$ cat src/hdl/skdd_pkg.sv
// Shared types and constants for the SPH kernel density deposit core.
// Holds the fixed-point widths, the mode codes, the item and result records
// and the back-end state type. Depends on nothing.
`default_nettype none

package skdd_pkg;

    localparam int FRAC_BITS = 16;
    localparam int POS_W     = 24;
    localparam int CFG_W     = 9;
    localparam int IDX_W     = 24;
    localparam int DENS_W    = 32;
    localparam int DROP_W    = 7;
    localparam int BATCH_W   = 16;
    localparam int MODE_W    = 2;

    // Signed cell index along one axis, and distances from a cell centre.
    localparam int CELL_W  = POS_W - FRAC_BITS + 2;
    localparam int DIST_W  = FRAC_BITS + 3;
    localparam int SQ_W    = 2 * DIST_W - 2;
    localparam int SUM_W   = 2 * DIST_W;
    localparam int RT_W    = SUM_W / 2;
    localparam int REM_W   = RT_W + 3;
    localparam int U_W     = FRAC_BITS + 1;
    localparam int POLY_W  = FRAC_BITS + 3;
    localparam int PCALC_W = FRAC_BITS + 4;
    localparam int WT_W    = FRAC_BITS + 1;
    localparam int WPROD_W = POLY_W + 32;

    localparam logic [31:0]      INV_PI_Q32 = 32'd1367130551;
    localparam int               WT_SHIFT   = 34;
    localparam logic [RT_W-1:0]  ONE_X      = RT_W'(64'd1 << FRAC_BITS);
    localparam logic [RT_W-1:0]  TWO_X      = RT_W'(64'd2 << FRAC_BITS);
    localparam logic [POS_W-1:0] HALF_POS   = POS_W'(64'd1 << (FRAC_BITS - 1));
    localparam logic [FRAC_BITS-1:0] HALF_FR = FRAC_BITS'(64'd1 << (FRAC_BITS - 1));

    localparam logic [1:0] REG_GRID_X = 2'd0;
    localparam logic [1:0] REG_GRID_Y = 2'd1;
    localparam logic [1:0] REG_GRID_Z = 2'd2;

    typedef enum logic [MODE_W-1:0] {
        MODE_DEPOSIT = 2'd0,
        MODE_READ    = 2'd1,
        MODE_CLEAR   = 2'd2,
        MODE_NONE    = 2'd3
    } mode_t;

    typedef struct packed {
        mode_t                    mode;
        logic signed [CELL_W-1:0] base_x;
        logic signed [CELL_W-1:0] base_y;
        logic signed [CELL_W-1:0] base_z;
        logic [POS_W-1:0]         pos_x;
        logic [POS_W-1:0]         pos_y;
        logic [POS_W-1:0]         pos_z;
        logic [IDX_W-1:0]         cell_index;
        logic [BATCH_W-1:0]       particles;
        logic                     done;
    } item_t;

    typedef struct packed {
        logic [DENS_W-1:0]  density_value;
        logic [DROP_W-1:0]  cells_dropped;
        logic               batch_done;
        logic [BATCH_W-1:0] particles_in_batch;
    } result_t;

    typedef enum logic [2:0] {
        BK_CLEAR,
        BK_IDLE,
        BK_ISSUE,
        BK_DRAIN,
        BK_ACCESS,
        BK_WAIT,
        BK_FINISH
    } back_state_t;

endpackage

`default_nettype wire

$ cat src/hdl/skdd_front.sv
// Front end: accepts input transactions, rounds particle positions to the
// kernel base cells and keeps the batch count. Depends on skdd_pkg.
`default_nettype none

module skdd_front (
    input  wire                          clk,
    input  wire                          rst_n,
    input  wire                          push,
    output logic                         full,
    input  wire [skdd_pkg::MODE_W-1:0]   mode,
    input  wire [skdd_pkg::POS_W-1:0]    pos_x,
    input  wire [skdd_pkg::POS_W-1:0]    pos_y,
    input  wire [skdd_pkg::POS_W-1:0]    pos_z,
    input  wire [skdd_pkg::IDX_W-1:0]    cell_index,
    input  wire                          last_in_batch,
    input  wire                          q_full,
    input  wire                          clearing,
    output logic                         q_push,
    output skdd_pkg::item_t              q_item
);

    import skdd_pkg::*;

    logic [BATCH_W-1:0] batch_reg, batch_next;
    logic [BATCH_W-1:0] batch_inc;
    logic               accept;
    mode_t              mode_in;

    // Base cell is rint(p) - 1, rounding half to even.
    function automatic logic signed [CELL_W-1:0] base_cell(input logic [POS_W-1:0] p);
        logic [POS_W-FRAC_BITS-1:0] ip;
        logic [FRAC_BITS-1:0]       fr;
        logic                       up;
        ip = p[POS_W-1:FRAC_BITS];
        fr = p[FRAC_BITS-1:0];
        up = (fr > HALF_FR) || ((fr == HALF_FR) && ip[0]);
        return CELL_W'({2'b00, ip}) + CELL_W'(up) - CELL_W'(1);
    endfunction

    assign full    = q_full || clearing;
    assign accept  = push && !full;
    assign q_push  = accept;
    assign mode_in = mode_t'(mode);
    assign batch_inc = (batch_reg == '1) ? batch_reg : batch_reg + 1'b1;

    always_comb
    begin
        batch_next        = batch_reg;
        q_item.mode       = mode_in;
        q_item.base_x     = base_cell(pos_x);
        q_item.base_y     = base_cell(pos_y);
        q_item.base_z     = base_cell(pos_z);
        q_item.pos_x      = pos_x;
        q_item.pos_y      = pos_y;
        q_item.pos_z      = pos_z;
        q_item.cell_index = cell_index;
        q_item.particles  = batch_reg;
        q_item.done       = 1'b0;
        if (mode_in == MODE_DEPOSIT)
        begin
            q_item.particles = batch_inc;
            q_item.done      = last_in_batch;
            if (accept)
            begin
                batch_next = last_in_batch ? '0 : batch_inc;
            end
        end
    end

    always_ff @(posedge clk or negedge rst_n)
    begin
        if (!rst_n)
        begin
            batch_reg <= '0;
        end
        else
        begin
            batch_reg <= batch_next;
        end
    end

endmodule

`default_nettype wire

$ cat config.mk
export PLATFORM = sky130hd
export DESIGN_NAME = skdd_front
export DESIGN_NICKNAME = d
export VERILOG_FILES = /design/src/hdl/skdd_pkg.sv /design/src/hdl/skdd_front.sv
export SDC_FILE = /design/constraint.sdc
export NUM_CORES = 1
export LEC_CHECK = 0
export BUFFER_PORTS_ARGS = -buffer_cell sky130_fd_sc_hd__buf_2
export CAP_MARGIN = 20
export CORE_AREA = 2 2 99 101
export DETAILED_ROUTE_END_ITERATION = 7
export DIE_AREA = 0 0 101 103
export PLACE_DENSITY = 0.74
export REMOVE_ABC_BUFFERS = 1
export SYNTH_ARGS = -nofsm -noshare
export SYNTH_HDL_FRONTEND = slang
export SYNTH_SLANG_ARGS = --single-unit
$ cat constraint.sdc
create_clock -name clk -period 2 [get_ports clk]
set_clock_uncertainty 0.1 [all_clocks]
set_input_delay 0.4 -clock clk [delete_from_list [all_inputs] [get_ports clk]]
set_output_delay 0.4 -clock clk [all_outputs]
set_load 0.05 [all_outputs]
==> results.yml <==
grt:
  grt_pass1_vias: 3036
  use_met2_pct: 35.5
  antenna_found_initial: 0
  grt_pass1_wl_mm: 15.1
  top_usage_layer: "met2"
  grt-ovfl-total: 0
  gr-usage-met3_pct: 4.00
  grt_start_max_net_pins: 17
  grtUsageMet1_pct: 20.1
  track_usage_pct: 18.5
clock_network:
  clock_path_buffers: 2
  cts.sinks: 16
  htree_num_levels: 1
  numCtsBuffers: 3
  clk_latency_ps: 270
  path_clk_slew_ps: 70
  clockRootBuffer: "clkbuf_8"
  cts_tree: "done"
timing:
  max_slew_margin_pct: 72.2
  period_share_pct: 129
  tightest_slew_ps: 418
  hold_viol: 0
  worst_hold_slack_ps: 431
  setup_ws_ps: -580
  fmax_ghz: 0.388
  setup_violations: 43
  drv_slew: 0
  min_period_ps: 2580
  rsz0062_at_grt: "yes"
synth:
  synth.area.top_cells: "buf_4 29%, dfrtp_1 16%, xor2_1 7.0%"
  muxShareOfSynthArea_pct: 1.30
  synthAdderAreaFrac_pct: 4.00
  async_reset_ff_share_pct: 100
  synth_top_area_share_pct: 29.4
  synth_cells: 322
  ys_seq_area_share_pct: 16.0
  synth_compound_area_share_pct: 12.1
  synth_edf_count: 0
  syn_avg_cell_area_um2: 7.77
  ys_ff_latch: 16
  synth_xor_area_share_pct: 9.80
  yosysWarnings: 0
  synthDistinctLibCells: 45
  synth.most_common_cell: "buf_4"
  ys_top_cells_by_count: "98 x buf_4, 22 x nand2_1, 20 x nor4_1, 20 x xor2_1, 19 x inv_1"
  yosys.area_share.simple_pct: 22.9
  synth_top_family_by_area: "buffers and inverters"
  netlist_area_um2: 2500
  synth_area_leader_cell: "buf_4"
  ys.flop_type: "dfrtp_1"
worst_setup_path:
  worstSetupPathType: "in2out"
  end_kind: "output pin"
  critPathMaxFanout: 2
  cp_slowest_cell: "or3_4"
  crit_path_cell_trace: "buf_6, nor4_4, nand4_1, nand2_2, ha_4, ha_4, inv_2, or3_4, xnor2_2, buf_6"
  startpoint_type: "input pin"
  cp.arrival_ps: 2080
  slowest_delay_ps: 340
  reg2reg_depth: 8
  required_ps: 1500
place:
  dpl_cell_area_um2: 3600
  hpwl_mm: 7.44
  routabilityCongestion: 0.948
  io_buffers: 202
floorplan:
  die_h_um: 103
  core-area_um2: 9460
  start_util_pct: 26.5
  boundaryPins: 251
  die_x_um: 101
  num_rows: 36
  die_area_um2: 10400
worst_hold_path:
  hp-class: "in2reg"
  hold_depth: 3
detailed_routing:
  drt_wl_total_mm: 11.6
  drcViolationCount: 0
  routedWlPerCell_um: 18.2
  drt.antenna.violating_nets: 0
  drtPass1Iterations: 4
  route.vias.total: 3159
  drt-vias-per-instance: 4.94
  drtIter0Drc: 85
run_status:
  violations: "setup timing"
  status: "complete, but fails checks"
layout:
  layout-drive-gt1-share_pct: 79.6
  largest_reg_flops: 16
  fillCellCount: 813
  syn2layout_area_growth_pct: 98.1
  multi_input_comb_area_um2: 2020
  final_area_um2: 4960
  n_antenna_cell: 0
  fin_nets: 639
  regArea_um2: 400
power:
  leakagePower_nw: 2.49
  irDropWorstVdd_mv: 0.216
  power.density_nw_per_um2: 367
job:
  cap_violations: 0
## worst paths after layout
path                       slack, ps             to     startpoint
min                              430  batch_reg[12]  last_in_batch
min reg2reg                      490   batch_reg[5]   batch_reg[5]
max                             -580    q_item[137]       pos_x[2]
min in group asynchronous        500  batch_reg[14]          rst_n
max in group asynchronous       1000   batch_reg[6]          rst_n
max reg2reg                       40   batch_reg[9]   batch_reg[1]
## area by class of cell
type                            instances  share of cell area, %
Multi-Input combinational cell        182                   40.8
Inverter                               20                   1.56
Sequential cell                        16                   8.08
Timing Repair Buffer                  304                   45.8
Clock buffer                            3                  0.833
Tap cell                              114                   2.88
## metrics by stage
stage                     std cells  TNS [ps]  setup slack (ps)  utilization [%]  total power, mW
final                           639    -15410              -580             52.4             1.82
after global routing            639    -19110              -657             52.4             1.87
after CTS                       636    -14310              -506             48.3             1.73
after detailed placement        624    -16500              -653             38.0             1.29
after global placement          624    -14980              -613             38.0             1.28
after floorplan                 218    -27620             -1210                -            0.635
## power by group
part / switching (mW) / internal (mW)
Sequential: 0.00618 / 0.333
Combinational: 0.793 / 0.417
Clock: 0.137 / 0.135
Total: 0.936 / 0.885
## kinds of logic (layout without fill, tap and decap cells)
family                   after synthesis  count (layout)
AO/OA/AOI/OAI                         42              42
XOR/XNOR                              28              28
adder cells (fa/ha/maj)                8               8
buffers and inverters                124             327
flip-flops                            16              16
multiplexers                           3               3
AND/OR/NAND/NOR                      101             101
## worst max-delay path, delay by kind of cell
kind / cells / cell delay, ps
xor+xnor: 1 / 170
fa+ha+maj: 2 / 310
buf+inv: 3 / 320
simple gates: 4 / 850
## routing by layer
metal  routed length (um)  vias to the layer above
met5                    0                        -
met4                  308                        0
met3                  711                       27
met2                 6380                      172
met1                 4250                     1536
li1                     -                     1424
## placed cells by master (no fill, tap or decap), drive strengths merged
master and instances:
nand4 6, inv 20, o21bai 1, and3 3, xor2 20, nor3b 1
nand2 22, a31oi 4, clkbuf 3, o211ai 9, o31ai 10, o21a 2
mux2i 1, nor2 19, xnor2 8, buf 303, ha 8, a21oi 8
and2 4, and4 3, nor4 20, or4 2, mux2 2, nor3 6
o21ai 8, nand2b 2, dlygate4sd3 1, dfrtp 16, or3 3, nand3 8
nor2b 1, nor4bb 1
## what timing repair did
item	CTS	global route
pin swaps	49	38
setup buffers	8	5
resized for setup	199	76
hold buffers	1	0
hold endpoints to repair	16	0
endpoints found under the setup margin	48	54
(Power assumes the default switching activity.)
