$ cat config.mk
export PLATFORM = sky130hd
export DESIGN_NAME = skdd_fifo
export DESIGN_NICKNAME = d
export VERILOG_FILES = /design/src/hdl/skdd_fifo.sv
export SDC_FILE = /design/constraint.sdc
export NUM_CORES = 1
export LEC_CHECK = 0
export BUFFER_PORTS_ARGS = -buffer_cell sky130_fd_sc_hd__buf_2
export CAP_MARGIN = 20
export CORE_MARGIN = 2
export CORE_UTILIZATION = 24
export CTS_CLUSTER_DIAMETER = 50
export DETAILED_ROUTE_END_ITERATION = 6
export SETUP_SLACK_MARGIN = 0.02
export SYNTH_ARGS = -nofsm -noshare
export SYNTH_HDL_FRONTEND = slang
export SYNTH_SLANG_ARGS = --single-unit
$ cat constraint.sdc
create_clock -name clk -period 1.7 [get_ports clk]
set_input_delay 0 -clock clk [delete_from_list [all_inputs] [get_ports clk]]
set_output_delay 0 -clock clk [all_outputs]
set_load 0.01 [all_outputs]
$ cat src/hdl/skdd_fifo.sv
// Small generic first-in first-out queue of fixed-width words.
// Used between front and back end and on the result side. Depends on nothing.
`default_nettype none

module skdd_fifo #(
    parameter int WIDTH = 8,
    parameter int DEPTH = 2
) (
    input  wire              clk,
    input  wire              rst_n,
    input  wire              push,
    input  wire [WIDTH-1:0]  wdata,
    output logic             full,
    input  wire              pop,
    output logic [WIDTH-1:0] rdata,
    output logic             empty
);

    localparam int PTR_W = $clog2(DEPTH);
    localparam int CNT_W = $clog2(DEPTH + 1);

    logic [WIDTH-1:0] store [0:DEPTH-1];
    logic [PTR_W-1:0] wr_ptr_reg, wr_ptr_next;
    logic [PTR_W-1:0] rd_ptr_reg, rd_ptr_next;
    logic [CNT_W-1:0] cnt_reg, cnt_next;
    logic             do_push, do_pop;

    assign full    = (cnt_reg == CNT_W'(DEPTH));
    assign empty   = (cnt_reg == '0);
    assign rdata   = store[rd_ptr_reg];
    assign do_push = push && !full;
    assign do_pop  = pop && !empty;

    always_comb
    begin
        wr_ptr_next = wr_ptr_reg;
        rd_ptr_next = rd_ptr_reg;
        cnt_next    = cnt_reg;
        if (do_push)
        begin
            wr_ptr_next = (wr_ptr_reg == PTR_W'(DEPTH - 1)) ? '0 : wr_ptr_reg + 1'b1;
        end
        if (do_pop)
        begin
            rd_ptr_next = (rd_ptr_reg == PTR_W'(DEPTH - 1)) ? '0 : rd_ptr_reg + 1'b1;
        end
        if (do_push && !do_pop)
        begin
            cnt_next = cnt_reg + 1'b1;
        end
        else if (do_pop && !do_push)
        begin
            cnt_next = cnt_reg - 1'b1;
        end
    end

    always_ff @(posedge clk or negedge rst_n)
    begin
        if (!rst_n)
        begin
            wr_ptr_reg <= '0;
            rd_ptr_reg <= '0;
            cnt_reg    <= '0;
        end
        else
        begin
            wr_ptr_reg <= wr_ptr_next;
            rd_ptr_reg <= rd_ptr_next;
            cnt_reg    <= cnt_next;
        end
    end

    always_ff @(posedge clk)
    begin
        if (do_push)
        begin
            store[wr_ptr_reg] <= wdata;
        end
    end

endmodule

`default_nettype wire

==> impl_metrics.toml, run 1 <==
[routing]
firstDrtPassIters = 1
drt-initial-drc-count = 0
via_per_inst = 3.93
routed_wl_um = 1300
wl_per_cell_um = 10.6
drcViolationCount = 0
ant_nets = 0
vias = 484

[sta]
finalHoldViolations = 0
max_freq_ghz = 0.679
slew_headroom_pct = 70.5
fin_skew_ns = 0.00601
slew_violations = 0
fin_tns_setup_ns = 0
tightest_slew_ns = 0.443
finalSetupViolCount = 0
rsz0062_at_grt = "false"
timing.final.crit_share_pct = 86.6
period_needed_ns = 1.47
whs_ns = 0.0296

[logic_synthesis]
synthAdderAreaFrac_pct = 1.60
synth_area_um2 = 782
ys_warn_count = 0
synth_top_family_by_area = "multiplexers"
synth_compound_area_share_pct = 0.640
synth.distinct_cells = 15
syn_inst = 44
syn_nets = 57
synthXorXnorAreaFrac_pct = 6.56
syn_area_per_cell_um2 = 17.8
synth-seq-cells = 20
synth_simple_gate_area_share_pct = 3.84
ys_seq_area_share_pct = 74.2
synth_mux_area_share_pct = 11.5

[floorplan]
start_util_pct = 25.4
core_area_mm2 = 0.00308
row_count = 20
die_area_mm2 = 0.00373
die_w_um = 61.1
design.portCount = 22
die_y_um = 61.1

[final_layout]
syn2layout_area_growth_pct = 40.3
largest_reg_flops = 16
diodes = 0
fin_nets = 93
drive_above_1_share_pct = 38.0
regArea_um2 = 581
utilization_pct = 35.7
multi_input_area_um2 = 189
fillers = 301

[clock_network]
clkTransAtPathRegs_ns = 0.11
clock_latency_ns = 0.29
cts-buffers-inserted = 3
post_cts_buffers = 0
cts_root_buf = "clkbuf_4"
numClockSinks = 20
max-clock-path-buffers = 2
cts_tree = "built"
h-tree-depth = 1

[pwr]
power.density_mw_per_mm2 = 1550
vdd_ir_drop_max_mv = 0.443
leakage_nw = 0.449

[hold_path]
min_path_type = "in2async"

[placed_design]
port_buffers = 21
place.gp.congestion = 0.604
place_hpwl_um = 892

[critical_path]
end_kind = "flop"
arrival_ns = 1.69
worstSetupPathType = "reg2reg"
cp.required_ns = 1.92
start_kind = "flop"
path_max_fanout = 5

[grt]
grt_max_degree = 13
antenna_found_initial = 0
grt_pass1_vias = 494
grt.total_usage_pct = 7.52
grt_pass1_wl_um = 1960
overflow = 0

[run]
maxCapViolCount = 0

[outcome]
status = "complete, no violations"
## synthesized netlist by cell type, drive strengths merged
library cell,count,area [um2]
edfxtp,16,480
mux2,8,90.1
dfrtp,4,100
nor2,3,11.3
xnor2,3,33.8
inv,2,7.51
xor2,2,17.5
and3,1,6.26
buf,1,5.00
ha,1,12.5
nand2,1,6.26
nand2b,1,6.26
o21ai,1,5.00
## metrics by stage
step | instances | worst slack [ns] | total power [W] | area (um2)
floorplan | 44 | 0.308 | 0.00113 | 782
global placement | 109 | 0.266 | 0.00131 | 945
detailed placement | 109 | 0.238 | 0.00133 | 945
CTS | 123 | 0.211 | 0.00172 | 1100
global route | 123 | 0.0987 | 0.00181 | 1100
finish | 123 | 0.228 | 0.00170 | 1100
## worst max-delay path: stages, from the launching register on
cell      delay, ns
dfrtp_1        0.44
nand2b_1       0.21
nand2_2        0.12
inv_1          0.05
ha_1           0.30
nor2_1         0.14
xor2_1         0.14
## cells by family (layout without fill, tap and decap cells)
| kind of cell | count (synthesis) | in the layout |
|---|---|---|
| AO/OA/AOI/OAI | 1 | 1 |
| flip-flops | 20 | 20 |
| adder cells (fa/ha/maj) | 1 | 1 |
| buffers and inverters | 3 | 38 |
| multiplexers | 8 | 8 |
| XOR/XNOR | 5 | 5 |
| AND/OR/NAND/NOR | 6 | 6 |
## power breakdown
part / switching [W] / internal (W)
combinational: 0.000255 / 0.000276
clock: 0.000140 / 0.000238
sequential: 0.000109 / 0.000684
## routing by layer
| layer | up-vias | global-route usage [%] | wire [um] |
|---|---|---|---|
| met3 | 2 | 2.10 | 83 |
| met4 | 0 | 4.66 | 10 |
| met5 | - | 0 | 0 |
| met2 | 14 | 13.7 | 676 |
| li1 | 228 | - | - |
| met1 | 240 | 7.48 | 531 |
## cell type report
| cell class | count | area share (%) |
|---|---|---|
| clock inverter | 1 | 2.74 |
| tap | 44 | 5.02 |
| sequential | 20 | 52.9 |
| multi-input combinational | 21 | 17.2 |
| clock buffer | 3 | 2.05 |
| timing repair buffer | 32 | 19.4 |
| inverter | 2 | 0.684 |
## what timing repair did
action / 4_1_cts / 5_1_grt
gates resized for setup: 0 / 0
hold endpoints to repair: 21 / 0
hold buffers: 10 / 0
## path summary, 6_finish.rpt
check	from	endpoint	slack [ns]	depth (start not counted)
setup / recovery	cnt_reg[0]	cnt_reg[1]	0.23	6
hold / removal	rst_n	cnt_reg[1]	0.03	2
setup reg to reg	cnt_reg[0]	cnt_reg[1]	0.23	6
hold reg to reg	wr_ptr_reg	wr_ptr_reg	0.52	1
max in group asynchronous	rst_n	rd_ptr_reg	1.55	2
min in group clk	pop	rd_ptr_reg	0.03	3
## layout by cell type (no fill, tap or decap), types with 2 or more instances in the layout
cell type      count
mux2_1             6
dfrtp_1            4
edfxtp_1          16
dlygate4sd3_1     10
buf_2             21
xnor2_1            2
xor2_1             2
nor2_1             3
inv_1              2
clkbuf_4           3
mux2_2             2
Power figures use the tool's default switching activity.
==> run 2: changes to the inputs <==
--- a/config.mk
+++ b/config.mk
@@ -11,7 +11,8 @@
 export CORE_UTILIZATION = 24
 export CTS_CLUSTER_DIAMETER = 50
 export DETAILED_ROUTE_END_ITERATION = 6
-export SETUP_SLACK_MARGIN = 0.02
+export MAX_ROUTING_LAYER = met4
+export SETUP_SLACK_MARGIN = 0.4
 export SYNTH_ARGS = -nofsm -noshare
 export SYNTH_HDL_FRONTEND = slang
 export SYNTH_SLANG_ARGS = --single-unit
==> run 2 against run 1 <==
Effect of this change: sequential power barely moved; cell count rose by 7.3%; register-to-register slack improved by 0.099 ns; clock skew rose by 0.0024 ns; utilization rose by 6.7 points; worst setup slack improved by 0.099 ns; hold slack got worse by 0.0099 ns.
==> impl_metrics.toml, run 2 (synthesis gave the netlist of run 1 again) <==
[grt]
busiest_layer = "met2"
grt_max_degree = 12
grt.met3_usage_pct = 3.78
antenna_found_initial = 0
grt_pass1_wl_um = 2340
overflow = 0
met1_usage_pct = 10.9
grt.total_usage_pct = 9.13
grt_pass1_vias = 498
globalRouteMet2Util_pct = 15.0

[routing]
via_per_inst = 3.83
vias = 505
wl_per_cell_um = 11.6
drcViolationCount = 0
drt-initial-drc-count = 3
firstDrtPassIters = 2
routed_wl_um = 1530
ant_nets = 0

[final_layout]
fillers = 294
largest_reg_flops = 16
syn2layout_area_growth_pct = 66.6
utilization_pct = 42.3
final_cell_mix = "edfxtp_1, buf_2, buf_6"
post-route-cell-area_mm2 = 0.00130
layout.cells.non_filler = 132
diodes = 0
drive_above_1_share_pct = 62.5
fin_nets = 102
final_common_cell = "edfxtp_1"
multi_input_area_um2 = 263
regArea_um2 = 584

[critical_path]
cp.required_ns = 1.91
start_kind = "flop"
reg2reg_depth = 7
crit_chain = "nand2b_4, nand2_4, inv_2, ha_4, xor2_2, nor2_2, xor2_1"
arrival_ns = 1.59
r2r-end = "cnt_reg[1]"
crit_family = "flip-flops"
rrSetupSlack_ns = 0.33
reg2reg_from = "cnt_reg[0]"
path_max_fanout = 5
crit_slowest_cell = "dfrtp_2"
crit_start = "cnt_reg[0]"
crit_buf_inv = 1
slowest_delay_ns = 0.45
end_kind = "flop"
worstSetupPathType = "reg2reg"

[floorplan]
die_area_mm2 = 0.00373
die_w_um = 61.1
design.portCount = 22
row_count = 20
die_y_um = 61.1
core_area_mm2 = 0.00308
start_util_pct = 25.4

[placed_design]
port_buffers = 21
place_area_um2 = 955
place.gp.congestion = 0.606
dp_cells = 108
place_hpwl_um = 963

[sta]
rsz0062_at_grt = "true"
period_needed_ns = 1.37
tightest_slew_ns = 0.223
slew_headroom_pct = 85.1
max_freq_ghz = 0.728
fin_tns_setup_ns = 0
slew_violations = 0
timing.final.crit_share_pct = 80.8
fin_skew_ns = 0.00844
finalHoldViolations = 0
finalSetupViolCount = 0

[run]
maxCapViolCount = 0

[pwr]
seqPwrFrac_pct = 38.0
p_switching_w = 0.000637
cellInternalPower_w = 0.00144
p_comb_share_pct = 51.4
vdd_ir_drop_max_mv = 0.679
total_power_w = 0.00208
switching_share_pct = 30.6
clock_power_share_pct = 10.6
power.density_mw_per_mm2 = 1600
leakage_nw = 0.544

[clock_network]
clkTransAtPathRegs_ns = 0.11
cts_tree = "built"
cts_root_buf = "clkbuf_4"
max-clock-path-buffers = 2
clock_latency_ns = 0.29
h-tree-depth = 1
cts-buffers-inserted = 3
numClockSinks = 20

[outcome]
status = "complete, no violations"

[hold_path]
min_path_type = "in2async"
==> run 2: cell count changes in the layout (fill, tap and decap cells not counted), sizes merged <==
cell,change
clkinv,+1
bufinv,-1
buf,+9
==> run 2: worst max path at each step <==
stage                   to  slack, ns  cells past startpoint
2_1_floorplan   cnt_reg[1]       0.40                      7
3_3_place_gp   store[0][1]       0.31                      3
3_5_place_dp   store[0][1]       0.26                      3
4_1_cts         cnt_reg[1]       0.33                      7
5_1_grt         cnt_reg[1]       0.24                      7
6_report        cnt_reg[1]       0.33                      7
==> run 2: what timing repair did <==
item                                    CTS  global route
hold endpoints to repair                 21             0
hold buffers                             10             0
pin swaps                                 2             3
setup buffers                             7             3
gates resized for setup                   7            21
endpoints found under the setup margin   25            25
gates cloned                              0             0
==> run 2: routing by layer <==
layer	vias up	routed length, um
met3	0	84
met5	-	0
met4	0	0
met1	239	674
li1	248	-
met2	18	773
==> run 2: layout make-up <==
| class | count | share of cell area, % |
|---|---|---|
| multi-input combinational | 21 | 20.2 |
| clock buffer | 3 | 1.73 |
| timing repair buffer | 41 | 28.1 |
| tap | 44 | 4.23 |
| sequential | 20 | 44.9 |
| clock inverter | 1 | 0.288 |
| inverter | 2 | 0.576 |
==> run 2: power by group through the flow <==
stage,combinational (W),clock (W),sequential (W)
finish,0.00107,0.000220,0.000791
global route,0.00115,0.000257,0.000808
CTS,0.000774,0.000234,0.000780
detailed placement,0.000545,0,0.000816
global placement,0.000530,0,0.000810
floorplan,0.000414,0,0.000755
==> run 2: metrics by stage <==
step	hold WS (ns)	setup slack (ns)
after global routing	0.00828	0.242
final	0.0196	0.327
after CTS	0.00734	0.334
after detailed placement	-0.184	0.264
after global placement	-0.192	0.305
after floorplan	-0.296	0.399
